==> src/rtl/core/kea_pkg.sv <==
package kea_pkg;

	// Phase of the auto-repeat timer.
	typedef enum logic [1:0] {
		PH_IDLE   = 2'd0,
		PH_WAIT   = 2'd1,
		PH_REPEAT = 2'd2
	} phase_t;

	// Logical buttons decoded from the column-0 keys.
	typedef enum logic [2:0] {
		BTN_NONE   = 3'd0,
		BTN_UP     = 3'd1,
		BTN_DOWN   = 3'd2,
		BTN_LEFT   = 3'd3,
		BTN_RIGHT  = 3'd4,
		BTN_SELECT = 3'd5,
		BTN_VIEW   = 3'd6
	} button_t;

	// Kinds of report delivered on the output channel.
	typedef enum logic [1:0] {
		REP_PRESS   = 2'd0,
		REP_REPEAT  = 2'd1,
		REP_RELEASE = 2'd2
	} report_t;

	// Operations passed from the classifier to the executor.
	typedef enum logic [1:0] {
		OP_TICK    = 2'd0,
		OP_PRESS   = 2'd1,
		OP_RELEASE = 2'd2
	} op_t;

	// Configuration register indexes.
	typedef enum logic [1:0] {
		CFG_ENABLE   = 2'd0,
		CFG_DELAY    = 2'd1,
		CFG_INTERVAL = 2'd2
	} cfg_index_t;

	localparam int CFG_DATA_W = 16;
	localparam int TIMER_W    = 16;

	// One classified transaction waiting in the queue.
	typedef struct packed {
		op_t     op;
		button_t btn;
	} cmd_t;

	// Configuration as seen by the front and back parts.
	typedef struct packed {
		logic                 enable;
		logic [TIMER_W-1:0]   delay;
		logic [TIMER_W-1:0]   interval;
		logic                 clear;
	} cfg_t;

	// Up, down, left and right auto-repeat; select and view switch do not.
	function automatic logic is_direction(button_t b);
		return (b == BTN_UP) || (b == BTN_DOWN) || (b == BTN_LEFT) || (b == BTN_RIGHT);
	endfunction

	// A period register of zero behaves as a single tick.
	function automatic logic [TIMER_W-1:0] load_value(logic [TIMER_W-1:0] v);
		return (v == '0) ? TIMER_W'(1) : v;
	endfunction

endpackage

==> src/rtl/core/keypad_event_auto_repeat_top.sv <==
// Keypad event auto-repeat.
// Input channel (in_valid/in_stall, kind, event_byte) carries keypad controller
// event bytes (kind 0) and one-millisecond ticks (kind 1). A transaction is taken
// at a clock edge with in_valid high and in_stall low.
// Output channel (out_valid/out_stall, report, button, flush_queue) carries press,
// auto-repeat and release reports, zero or one for each input transaction, in order.
// A front classifier decodes keys and drops events that can cause nothing; a queue
// of QUEUE_DEPTH entries feeds the executor, which holds the key and repeat timer.
// Throughput is one transaction per cycle while out_stall is low. The queue entry is
// written at the accepting edge, and the report enters the output register when the
// executor takes that entry from the queue.
// When out_stall is high with a report held, the report holds, the executor pauses,
// and in_stall rises once the queue is full.
// Configuration writes (cfg_write, cfg_index, cfg_data) land at once: enable,
// repeat delay and repeat interval in ticks. Clearing enable releases the held key
// without a report. Write only while the block is idle.
// Reset (arst_n low) empties queue and output, clears the key and timer state and
// restores enable 1, delay 500 and interval 50.
module keypad_event_auto_repeat_top
	import kea_pkg::*;
#(
	parameter int QUEUE_DEPTH = 2
) (
	input  logic                  clk,
	input  logic                  arst_n,
	input  logic                  cfg_write,
	input  logic [1:0]            cfg_index,
	input  logic [CFG_DATA_W-1:0] cfg_data,
	input  logic                  in_valid,
	output logic                  in_stall,
	input  logic                  kind,
	input  logic [7:0]            event_byte,
	output logic                  out_valid,
	input  logic                  out_stall,
	output logic [1:0]            report,
	output logic [2:0]            button,
	output logic                  flush_queue
);

	logic               enable_q;
	logic [TIMER_W-1:0] delay_q;
	logic [TIMER_W-1:0] interval_q;
	cfg_t               cfg;
	logic               push;
	logic               pop;
	logic               q_full;
	logic               q_empty;
	cmd_t               cmd_in;
	cmd_t               cmd_out;

	// Configuration registers.
	always_ff @(posedge clk or negedge arst_n) begin
		if (!arst_n) begin
			enable_q   <= 1'b1;
			delay_q    <= TIMER_W'(500);
			interval_q <= TIMER_W'(50);
		end else if (cfg_write) begin
			case (cfg_index)
				CFG_ENABLE:   enable_q   <= cfg_data[0];
				CFG_DELAY:    delay_q    <= cfg_data[TIMER_W-1:0];
				CFG_INTERVAL: interval_q <= cfg_data[TIMER_W-1:0];
				default:      enable_q   <= enable_q;
			endcase
		end
	end

	// A write of zero to enable sends the executor back to idle.
	always_comb begin
		cfg.enable   = enable_q;
		cfg.delay    = delay_q;
		cfg.interval = interval_q;
		cfg.clear    = cfg_write && (cfg_index == CFG_ENABLE) && !cfg_data[0];
	end

	kea_front u_front (
		.in_valid   (in_valid),
		.kind       (kind),
		.event_byte (event_byte),
		.cfg        (cfg),
		.q_full     (q_full),
		.in_stall   (in_stall),
		.push       (push),
		.cmd        (cmd_in)
	);

	kea_queue #(
		.DEPTH (QUEUE_DEPTH)
	) u_queue (
		.clk    (clk),
		.arst_n (arst_n),
		.push   (push),
		.wdata  (cmd_in),
		.pop    (pop),
		.rdata  (cmd_out),
		.full   (q_full),
		.empty  (q_empty)
	);

	kea_back u_back (
		.clk         (clk),
		.arst_n      (arst_n),
		.cmd         (cmd_out),
		.q_empty     (q_empty),
		.cfg         (cfg),
		.out_stall   (out_stall),
		.pop         (pop),
		.out_valid   (out_valid),
		.report      (report),
		.button      (button),
		.flush_queue (flush_queue)
	);

endmodule

==> src/rtl/core/kea_front.sv <==
module kea_front
	import kea_pkg::*;
(
	input  logic       in_valid,
	input  logic       kind,
	input  logic [7:0] event_byte,
	input  cfg_t       cfg,
	input  logic       q_full,
	output logic       in_stall,
	output logic       push,
	output cmd_t       cmd
);

	// Key number plus one for each column-0 key that is in use.
	localparam logic [6:0] KEYCODE_UP     = 7'd1;
	localparam logic [6:0] KEYCODE_DOWN   = 7'd11;
	localparam logic [6:0] KEYCODE_LEFT   = 7'd21;
	localparam logic [6:0] KEYCODE_RIGHT  = 7'd31;
	localparam logic [6:0] KEYCODE_SELECT = 7'd41;
	localparam logic [6:0] KEYCODE_VIEW   = 7'd61;

	button_t btn;

	// Decode the key number; every other key, the sixth column-0 key included, maps to none.
	always_comb begin
		case (event_byte[6:0])
			KEYCODE_UP:     btn = BTN_UP;
			KEYCODE_DOWN:   btn = BTN_DOWN;
			KEYCODE_LEFT:   btn = BTN_LEFT;
			KEYCODE_RIGHT:  btn = BTN_RIGHT;
			KEYCODE_SELECT: btn = BTN_SELECT;
			KEYCODE_VIEW:   btn = BTN_VIEW;
			default:        btn = BTN_NONE;
		endcase
	end

	// Ticks always go to the queue; key events only when enabled and mapped.
	// Transactions that cannot cause anything are accepted and dropped here.
	always_comb begin
		in_stall = q_full;
		push     = in_valid && !q_full && (kind || (cfg.enable && (btn != BTN_NONE)));
		if (kind) begin
			cmd.op = OP_TICK;
		end else if (event_byte[7]) begin
			cmd.op = OP_PRESS;
		end else begin
			cmd.op = OP_RELEASE;
		end
		cmd.btn = btn;
	end

endmodule

==> src/rtl/core/kea_queue.sv <==
module kea_queue
	import kea_pkg::*;
#(
	parameter int DEPTH = 2
) (
	input  logic clk,
	input  logic arst_n,
	input  logic push,
	input  cmd_t wdata,
	input  logic pop,
	output cmd_t rdata,
	output logic full,
	output logic empty
);

	localparam int PW = (DEPTH > 1) ? $clog2(DEPTH) : 1;
	localparam int CW = $clog2(DEPTH + 1);
	localparam logic [PW-1:0] LAST = PW'(DEPTH - 1);
	localparam logic [CW-1:0] FULL_COUNT = CW'(DEPTH);

	cmd_t          entry_q [DEPTH];
	logic [PW-1:0] wr_ptr_q;
	logic [PW-1:0] rd_ptr_q;
	logic [CW-1:0] count_q;

	assign full  = (count_q == FULL_COUNT);
	assign empty = (count_q == '0);
	assign rdata = entry_q[rd_ptr_q];

	// Entry storage.
	always_ff @(posedge clk) begin
		if (push) begin
			entry_q[wr_ptr_q] <= wdata;
		end
	end

	// Pointers and fill count.
	always_ff @(posedge clk or negedge arst_n) begin
		if (!arst_n) begin
			wr_ptr_q <= '0;
			rd_ptr_q <= '0;
			count_q  <= '0;
		end else begin
			if (push) begin
				wr_ptr_q <= (wr_ptr_q == LAST) ? '0 : wr_ptr_q + PW'(1);
			end
			if (pop) begin
				rd_ptr_q <= (rd_ptr_q == LAST) ? '0 : rd_ptr_q + PW'(1);
			end
			if (push && !pop) begin
				count_q <= count_q + CW'(1);
			end else if (pop && !push) begin
				count_q <= count_q - CW'(1);
			end
		end
	end

endmodule

==> src/rtl/core/kea_back.sv <==
module kea_back
	import kea_pkg::*;
(
	input  logic       clk,
	input  logic       arst_n,
	input  cmd_t       cmd,
	input  logic       q_empty,
	input  cfg_t       cfg,
	input  logic       out_stall,
	output logic       pop,
	output logic       out_valid,
	output logic [1:0] report,
	output logic [2:0] button,
	output logic       flush_queue
);

	phase_t             phase_q, phase_d;
	button_t            held_q, held_d;
	logic               running_q, running_d;
	logic [TIMER_W-1:0] ticks_q, ticks_d;
	logic [TIMER_W-1:0] period_q, period_d;

	logic    out_valid_q;
	report_t report_q, report_d;
	button_t button_q, button_d;
	logic    flush_q, flush_d;
	logic    emit;

	// Execute the head transaction whenever the output register is free or being emptied.
	assign pop = !q_empty && (!out_valid_q || !out_stall);

	// Next-state and result logic for the held key and repeat timer.
	always_comb begin
		phase_d   = phase_q;
		held_d    = held_q;
		running_d = running_q;
		ticks_d   = ticks_q;
		period_d  = period_q;
		emit      = 1'b0;
		report_d  = REP_PRESS;
		button_d  = cmd.btn;
		flush_d   = 1'b0;
		case (cmd.op)
			OP_TICK: begin
				if (running_q) begin
					if (ticks_q > TIMER_W'(1)) begin
						ticks_d = ticks_q - TIMER_W'(1);
					end else begin
						ticks_d = load_value(period_q);
						if (is_direction(held_q)) begin
							// The first expiry ends the initial delay.
							if (phase_q == PH_WAIT) begin
								phase_d  = PH_REPEAT;
								period_d = load_value(cfg.interval);
								ticks_d  = load_value(cfg.interval);
							end
							emit     = 1'b1;
							report_d = REP_REPEAT;
							button_d = held_q;
						end
					end
				end
			end
			OP_PRESS: begin
				// A second press of the held key while timing is swallowed.
				if (!((held_q == cmd.btn) && (phase_q != PH_IDLE))) begin
					held_d = cmd.btn;
					if (is_direction(cmd.btn)) begin
						phase_d   = PH_WAIT;
						period_d  = load_value(cfg.delay);
						ticks_d   = load_value(cfg.delay);
						running_d = 1'b1;
					end
					emit     = 1'b1;
					report_d = REP_PRESS;
				end
			end
			OP_RELEASE: begin
				// Only a release of the held key counts.
				if (held_q == cmd.btn) begin
					held_d    = BTN_NONE;
					phase_d   = PH_IDLE;
					running_d = 1'b0;
					ticks_d   = '0;
					emit      = 1'b1;
					report_d  = REP_RELEASE;
					flush_d   = is_direction(cmd.btn);
				end
			end
			default: begin
				emit = 1'b0;
			end
		endcase
	end

	// Key and timer state; disabling the block returns it to idle.
	always_ff @(posedge clk or negedge arst_n) begin
		if (!arst_n) begin
			phase_q   <= PH_IDLE;
			held_q    <= BTN_NONE;
			running_q <= 1'b0;
			ticks_q   <= '0;
			period_q  <= '0;
		end else if (cfg.clear) begin
			phase_q   <= PH_IDLE;
			held_q    <= BTN_NONE;
			running_q <= 1'b0;
			ticks_q   <= '0;
		end else if (pop) begin
			phase_q   <= phase_d;
			held_q    <= held_d;
			running_q <= running_d;
			ticks_q   <= ticks_d;
			period_q  <= period_d;
		end
	end

	// Output register valid flag.
	always_ff @(posedge clk or negedge arst_n) begin
		if (!arst_n) begin
			out_valid_q <= 1'b0;
		end else if (pop) begin
			out_valid_q <= emit;
		end else if (!out_stall) begin
			out_valid_q <= 1'b0;
		end
	end

	// Output register payload.
	always_ff @(posedge clk) begin
		if (pop && emit) begin
			report_q <= report_d;
			button_q <= button_d;
			flush_q  <= flush_d;
		end
	end

	assign out_valid   = out_valid_q;
	assign report      = report_q;
	assign button      = button_q;
	assign flush_queue = flush_q;

endmodule

==> config.mk <==
export PLATFORM = sky130hd
export DESIGN_NAME = keypad_event_auto_repeat_top
export DESIGN_NICKNAME = d
export VERILOG_FILES = /design/src/rtl/core/kea_pkg.sv /design/src/rtl/core/keypad_event_auto_repeat_top.sv /design/src/rtl/core/kea_front.sv /design/src/rtl/core/kea_queue.sv /design/src/rtl/core/kea_back.sv
export SDC_FILE = /design/constraint.sdc
export NUM_CORES = 1
export LEC_CHECK = 0
export ABC_AREA = 0
export ABC_CLOCK_PERIOD_IN_PS = 6400
export BUFFER_PORTS_ARGS = -buffer_cell sky130_fd_sc_hd__buf_4
export CAP_MARGIN = 20
export CORE_MARGIN = 1
export CORE_UTILIZATION = 55
export CTS_BUF_LIST = sky130_fd_sc_hd__clkbuf_4 sky130_fd_sc_hd__clkbuf_8
export CTS_CLUSTER_SIZE = 40
export DETAILED_ROUTE_END_ITERATION = 10
export PLACE_DENSITY = 0.7
export RECOVER_POWER = 25
export SLEW_MARGIN = 20
export SYNTH_ARGS = -nofsm -noshare
export SYNTH_HDL_FRONTEND = slang
export SYNTH_SLANG_ARGS = --single-unit
==> constraint.sdc <==
create_clock -name clk -period 6.4 [get_ports clk]
set_input_delay 0.32 -clock clk [delete_from_list [all_inputs] [get_ports clk]]
set_output_delay 0.32 -clock clk [all_outputs]
set_load 0.01 [all_outputs]
==> reports/metrics.yaml, run 1 <==
status: "finished with violations"
violations: "max-capacitance violations, max-slew violations"
cpMaxStageDelayCell: "ha_1"
syn_area_mm2: 0.00532
leakagePower_nw: 2.44
dieArea_mm2: 0.0101
rows: 35
place.gp.congestion: 0.855
root_buffer: "clkbuf_8"
irDropWorstVdd_uv: 207
rsz0062_at_grt: "no"
die_height_um: 100
critical_path_class: "reg -> reg"
overflow: 0
synth-seq-cells: 92
vias_per_cell: 6.14
cts_num_sinks: 92
tritoncts: "yes"
initial_core_util: 0.571
layout-drive-gt1-share: 0.289
synthArstFlopShare: 0.826
ys_top_cells_by_count: "66 x dfrtp_1, 51 x mux2_2, 36 x nand2_1"
postCtsHoldBufs: 0
antenna_found_initial: 0
post_cts_resize_count: 0
clk_pin_slew_ps: 110
ys_types: 62
drtAntennaViolNets: 0
grt_pass1_wl_um: 19600
grt_max_degree: 77
first_global_vias: 3736
synth_top_flop_cell: "dfrtp_1"
period_minus_slack_ps: 4070
max-slew-margin-rel: -1.70
clockBufferDepth: 2
post-route-cell-area_mm2: 0.00576
post_cts_buffers: 0
portBuffers: 39
synthMostInstantiatedCell: "dfrtp_1"
powerDensity_mw_per_mm2: 458
required_ps: 6660
critPathLaunchType: "register"
max_cap_viol_count: 1
cp_cell_sequence: "mux2i_1 -> ha_1 -> o21ai_0 -> or4_4 -> nand2_1 -> or3_1 -> mux2_2"
hold_violations: 0
finalCritPeriodShare: 0.636
tns_ps: 0
critPathMaxFanout: 28
finalClockSkew_ps: 20.8
clock_latency_ps: 370
worst_slew_pin_slew_ps: 4050
syn_nets: 500
drt_pass1_iterations: 5
drc: 0
hp-class: "in -> reg"
htreeDepth: 3
ys_seq_area_frac: 0.450
numCtsBuffers: 9
clock.fmax_mhz: 246
crit_path_end_kind: "register"
synthTopCellsByArea: "dfrtp_1 31%, mux2_2 11%, edfxtp_1 9.0%"
slowest_delay_ps: 930
place_area_mm2: 0.00557
drt_iter0_drc: 335
slew_viol_final: 77
vias: 3827
dp_hpwl_um: 8420
synth_top_area_cell: "dfrtp_1"
wl_um: 11700
finalSetupViolCount: 0
synth-edff-count: 16
avgSynthCellArea_um2: 11.5
synthToLayoutAreaGrowth_pct: 8.25
cp_data_arrival_time_ps: 4330
die_w_um: 100
routedWlPerCell_um: 18.8
core_area_mm2: 0.00933
yosys_warnings: 0
layout.nets: 528
multi_input_area_mm2: 0.00267
regArea_mm2: 0.00239
synthCells: 461
nFillCells: 783
ios: 40
synth_top_area_frac: 0.310
grt_use_total: 0.252
num_antenna_cells: 0
area by class of cell:
class	instances	share of cell area
inverter	13	0.00847
clock inverter	7	0.0122
clock buffer	9	0.0215
timing repair buffer	40	0.0508
multi-input combinational	333	0.463
tap	129	0.0280
sequential	92	0.416
logic make-up (layout without fill, tap and decap cells):
group	after synthesis	count (layout)	share of synthesized area
adder cells (fa/ha/maj)	7	7	0.0165
multiplexers	84	84	0.182
buffers and inverters	36	69	0.0496
AND/OR/NAND/NOR	135	135	0.139
AO/OA/AOI/OAI	89	89	0.134
XOR/XNOR	18	18	0.0296
flip-flops	92	92	0.450
power by group:
part / total (mW) / switching (mW) / internal (mW)
combinational: 1.25 / 0.677 / 0.568
clock: 0.385 / 0.234 / 0.151
sequential: 1.01 / 0.212 / 0.795
flip-flops by register name (all words and copies together), names as in the netlist, 2 cells and up:
signal           count
u_back.button        3
delay_q             16
u_back.period_q     16
u_queue.count_q      2
u_back.phase_q       2
u_back.report        2
u_back.ticks_q      16
u_queue.entry_q     10
u_back.held_q        3
interval_q          16
final timing paths:
check | startpoint | to | slack, ps | cells past startpoint
hold / removal | cfg_data[7] | interval_q[7] | 180 | 2
setup / recovery | u_queue.rd_ptr_q | u_back.period_q[4] | 2330 | 7
setup reg to reg | u_queue.rd_ptr_q | u_back.period_q[4] | 2330 | 7
hold reg to reg | u_queue.wr_ptr_q | u_queue.wr_ptr_q | 500 | 1
max in group asynchronous | arst_n | u_back.period_q[11] | 2750 | 1
min in group asynchronous | arst_n | u_back.out_valid | 1360 | 1
stage by stage:
stage	utilization	hold slack, ps	total power [mW]	worst slack [ps]	instances
final	0.618	177	2.64	2330	623
after global routing	0.618	175	2.80	1840	623
after CTS	0.618	145	2.62	2410	623
after detailed placement	0.597	489	2.24	2420	607
after global placement	0.597	474	2.20	2630	607
after floorplan	-	24.4	2.02	3600	461
placed cells by master, fill, tap and decap left out, types with 3 or more instances in the layout:
cell | synthesis | layout
mux2i_1 | 19 | 19
o21ai_0 | 17 | 17
o41ai_1 | 7 | 7
a31oi_1 | 4 | 4
nor3_1 | 15 | 15
edfxtp_1 | 16 | 16
mux2_2 | 51 | 51
o31ai_1 | 10 | 10
nor2_1 | 25 | 25
xnor2_1 | 9 | 9
or3_1 | 3 | 3
and3_1 | 4 | 4
a211o_2 | 3 | 3
nor3b_1 | 3 | 3
dfstp_2 | 10 | 10
mux2i_2 | 3 | 3
a32oi_1 | 10 | 10
inv_1 | 13 | 13
a22oi_1 | 3 | 3
xor2_1 | 9 | 9
a41oi_1 | 3 | 3
ha_1 | 7 | 7
nand3_1 | 9 | 9
nand4_1 | 3 | 3
o2bb2ai_1 | 14 | 14
nand2_1 | 36 | 36
dfrtp_1 | 66 | 66
nor4_1 | 11 | 11
clkbuf_8 | 2 | 9
nor2b_1 | 3 | 3
nor4_4 | 3 | 3
nand2b_1 | 3 | 3
nand3b_1 | 4 | 4
buf_4 | 1 | 37
mux2_4 | 10 | 10
or4_1 | 4 | 4
a21oi_1 | 4 | 4
metal layers:
| layer | GRT usage | share of wire | up-vias |
|---|---|---|---|
| li1 | - | - | 1807 |
| met1 | 0.391 | 0.51 | 1881 |
| met2 | 0.368 | 0.43 | 123 |
| met3 | 0.0306 | 0.045 | 16 |
| met4 | 0.0758 | 0.015 | 0 |
| met5 | 0 | 0 | - |
worst max-delay path: cells and delay by family (launching register included):
family                   cells  cell delay [ps]
AND/OR/NAND/NOR              3             1360
AO/OA/AOI/OAI                1              280
flip-flops                   1              620
adder cells (fa/ha/maj)      1              930
multiplexers                 2              760
Power figures use the tool's default switching activity.
==> inputs of run 2 (changes only) <==
--- a/config.mk
+++ b/config.mk
@@ -6,7 +6,7 @@
 export NUM_CORES = 1
 export LEC_CHECK = 0
 export ABC_AREA = 0
-export ABC_CLOCK_PERIOD_IN_PS = 6400
+export ABC_CLOCK_PERIOD_IN_PS = 4200
 export BUFFER_PORTS_ARGS = -buffer_cell sky130_fd_sc_hd__buf_4
 export CAP_MARGIN = 20
 export CORE_MARGIN = 1
==> constraint.sdc (replaced) <==
create_clock -name clk -period 4.2 [get_ports clk]
set_input_delay 0.21 -clock clk [delete_from_list [all_inputs] [get_ports clk]]
set_output_delay 0.21 -clock clk [all_outputs]
set_load 0.01 [all_outputs]
==> reports/metrics.yaml, run 2 (synthesis gave the netlist of run 1 again) <==
status: "finished with violations"  # unchanged
violations: "max-capacitance violations, max-slew violations"  # unchanged
post_cts_resize_count: 0  # unchanged
core_area_mm2: 0.00933  # unchanged
post_cts_buffers: 0  # unchanged
drt_pass1_iterations: 4  # was 5
overflow: 0  # unchanged
multi_input_area_mm2: 0.00266  # was 0.00267 mm²
finalClockSkew_ps: 19.4  # was 20.8 ps
grt_use_total: 0.256  # was 0.252
period_minus_slack_ps: 3170  # was 4070 ps
critPathTopFamily: "simple AND/OR/NAND/NOR gates"  # unchanged
ios: 40  # unchanged
clockBufferDepth: 2  # unchanged
initial_core_util: 0.571  # unchanged
crit_path_end_kind: "register"  # unchanged
vias_per_cell: 6.15  # was 6.14
root_buffer: "clkbuf_8"  # unchanged
critPathLaunchType: "register"  # unchanged
drt-met1-wl_um: 5730  # was 5920 µm
max-slew-margin-rel: -0.274  # was -1.70
wl_met3_um: 579  # was 524 µm
antenna_found_initial: 0  # unchanged
wl_um: 11800  # was 11700 µm
critical_path_class: "reg -> reg"  # unchanged
cp_data_arrival_time_ps: 3380  # was 4330 ps
critPathMaxFanout: 17  # was 28
layout-drive-gt1-share: 0.297  # was 0.289
synthToLayoutAreaGrowth_pct: 8.79  # was 8.25%
mostFrequentLayoutCells: "66 x dfrtp_1, 51 x mux2_2, 42 x buf_4, 36 x nand2_1, 25 x nor2_1"  # was 66 x dfrtp_1, 51 x mux2_2, 37 x buf_4, 36 x nand2_1, 25 x nor2_1
hp-class: "in -> reg"  # unchanged
path_buf_inv: 0  # unchanged
cp_cell_sequence: "mux2i_1 -> ha_1 -> o21ai_0 -> or4_4 -> a31oi_4 -> nand2b_1 -> o31ai_1"  # was mux2i_1 -> ha_1 -> o21ai_0 -> or4_4 -> nand2_1 -> or3_1 -> mux2_2
dp_hpwl_um: 8570  # was 8420 µm
drc: 0  # unchanged
cts_num_sinks: 92  # unchanged
clk_pin_slew_ps: 100  # was 110 ps
final_common_cell: "dfrtp_1"  # unchanged
nFillCells: 763  # was 783
postCtsHoldBufs: 0  # unchanged
layout.nets: 532  # was 528
die_w_um: 100  # unchanged
place.gp.congestion: 0.823  # was 0.855
tritoncts: "yes"  # unchanged
leakagePower_nw: 2.46  # was 2.44 nW
max_cap_viol_count: 1  # unchanged
vias: 3859  # was 3827
irDropWorstVdd_uv: 264  # was 207 µV
finalCritPeriodShare: 0.754  # was 0.636
finalSetupViolCount: 0  # unchanged
dieArea_mm2: 0.0101  # unchanged
die_height_um: 100  # unchanged
routedWlPerCell_um: 18.8  # about the same
instances_no_fill: 627  # was 623
rrSetupSlack_ps: 1030  # was 2330 ps
slowest_delay_ps: 640  # was 930 ps
slew_viol_final: 77  # unchanged
htreeDepth: 3  # unchanged
num_antenna_cells: 0  # unchanged
clock.fmax_mhz: 316  # was 246 MHz
first_global_vias: 3740  # was 3736
dp_cells: 611  # was 607
numCtsBuffers: 9  # unchanged
hold_violations: 0  # unchanged
cpMaxStageDelayCell: "dfrtp_1"  # was ha_1
regArea_mm2: 0.00239  # unchanged
tns_ps: 0  # unchanged
portBuffers: 39  # unchanged
grt_max_degree: 77  # unchanged
wl_met2_um: 5290  # was 5090 µm
clock_latency_ps: 370  # about the same
drtAntennaViolNets: 0  # unchanged
grt_pass1_wl_um: 19700  # was 19600 µm
powerDensity_mw_per_mm2: 696  # was 458 mW/mm²
rsz0062_at_grt: "no"  # unchanged
drt_iter0_drc: 248  # was 335
rows: 35  # unchanged
routed.top_layer: "met4"  # unchanged
required_ps: 4410  # was 6660 ps
worst_slew_pin_slew_ps: 1910  # was 4050 ps
run 2: cell types whose count changed in the layout (fill, tap and decap cells not counted):
cell      before  now
a311oi_1       1    2
a311oi_2       1    0
clkbuf_2       0    1
buf_4         37   42
clkbuf_1       2    0
run 2: area by class of cell:
cell class	instances	area share
clock inverters	7	0.0121
inverters	13	0.00843
multi-input cells	333	0.460
well taps	129	0.0279
repair buffers	44	0.0566
clock buffers	9	0.0214
flip-flops and latches	92	0.414
run 2: per-stage QoR:
step | worst slack, ps | area [µm²] | utilization | hold WS [ps] | power [mW]
2_1_floorplan | 1400 | 5320 | - | -85.6 | 3.07
3_3_place_gp | 1180 | 5600 | 0.600 | 420 | 3.38
3_5_place_dp | 1100 | 5600 | 0.600 | 423 | 3.43
4_1_cts | 1080 | 5790 | 0.621 | 17.3 | 4.02
5_1_grt | 838 | 5790 | 0.621 | 51.7 | 4.30
6_report | 1030 | 5790 | 0.621 | 67.7 | 4.03
run 2: where the power goes:
part	internal, mW	total, mW	switching [mW]
clock	0.231	0.587	0.356
combinational	0.876	1.91	1.04
sequential	1.21	1.53	0.319
run 2: final timing paths:
check,startpoint,end,cells past startpoint
hold reg to reg,u_queue.wr_ptr_q,u_queue.wr_ptr_q,1
min in group asynchronous,arst_n,u_back.held_q[1],1
setup reg to reg,u_queue.rd_ptr_q,u_back.phase_q[0],7
hold / removal,out_stall,u_back.out_valid,2
max in group asynchronous,arst_n,u_queue.count_q[1],1
setup / recovery,u_queue.rd_ptr_q,u_back.phase_q[0],7
run 2: layer usage:
| layer | vias to the layer above | GRT usage |
|---|---|---|
| li1 | 1811 | - |
| met3 | 11 | 0.0439 |
| met4 | 0 | 0.0803 |
| met2 | 105 | 0.378 |
| met1 | 1932 | 0.385 |
| met5 | - | 0 |
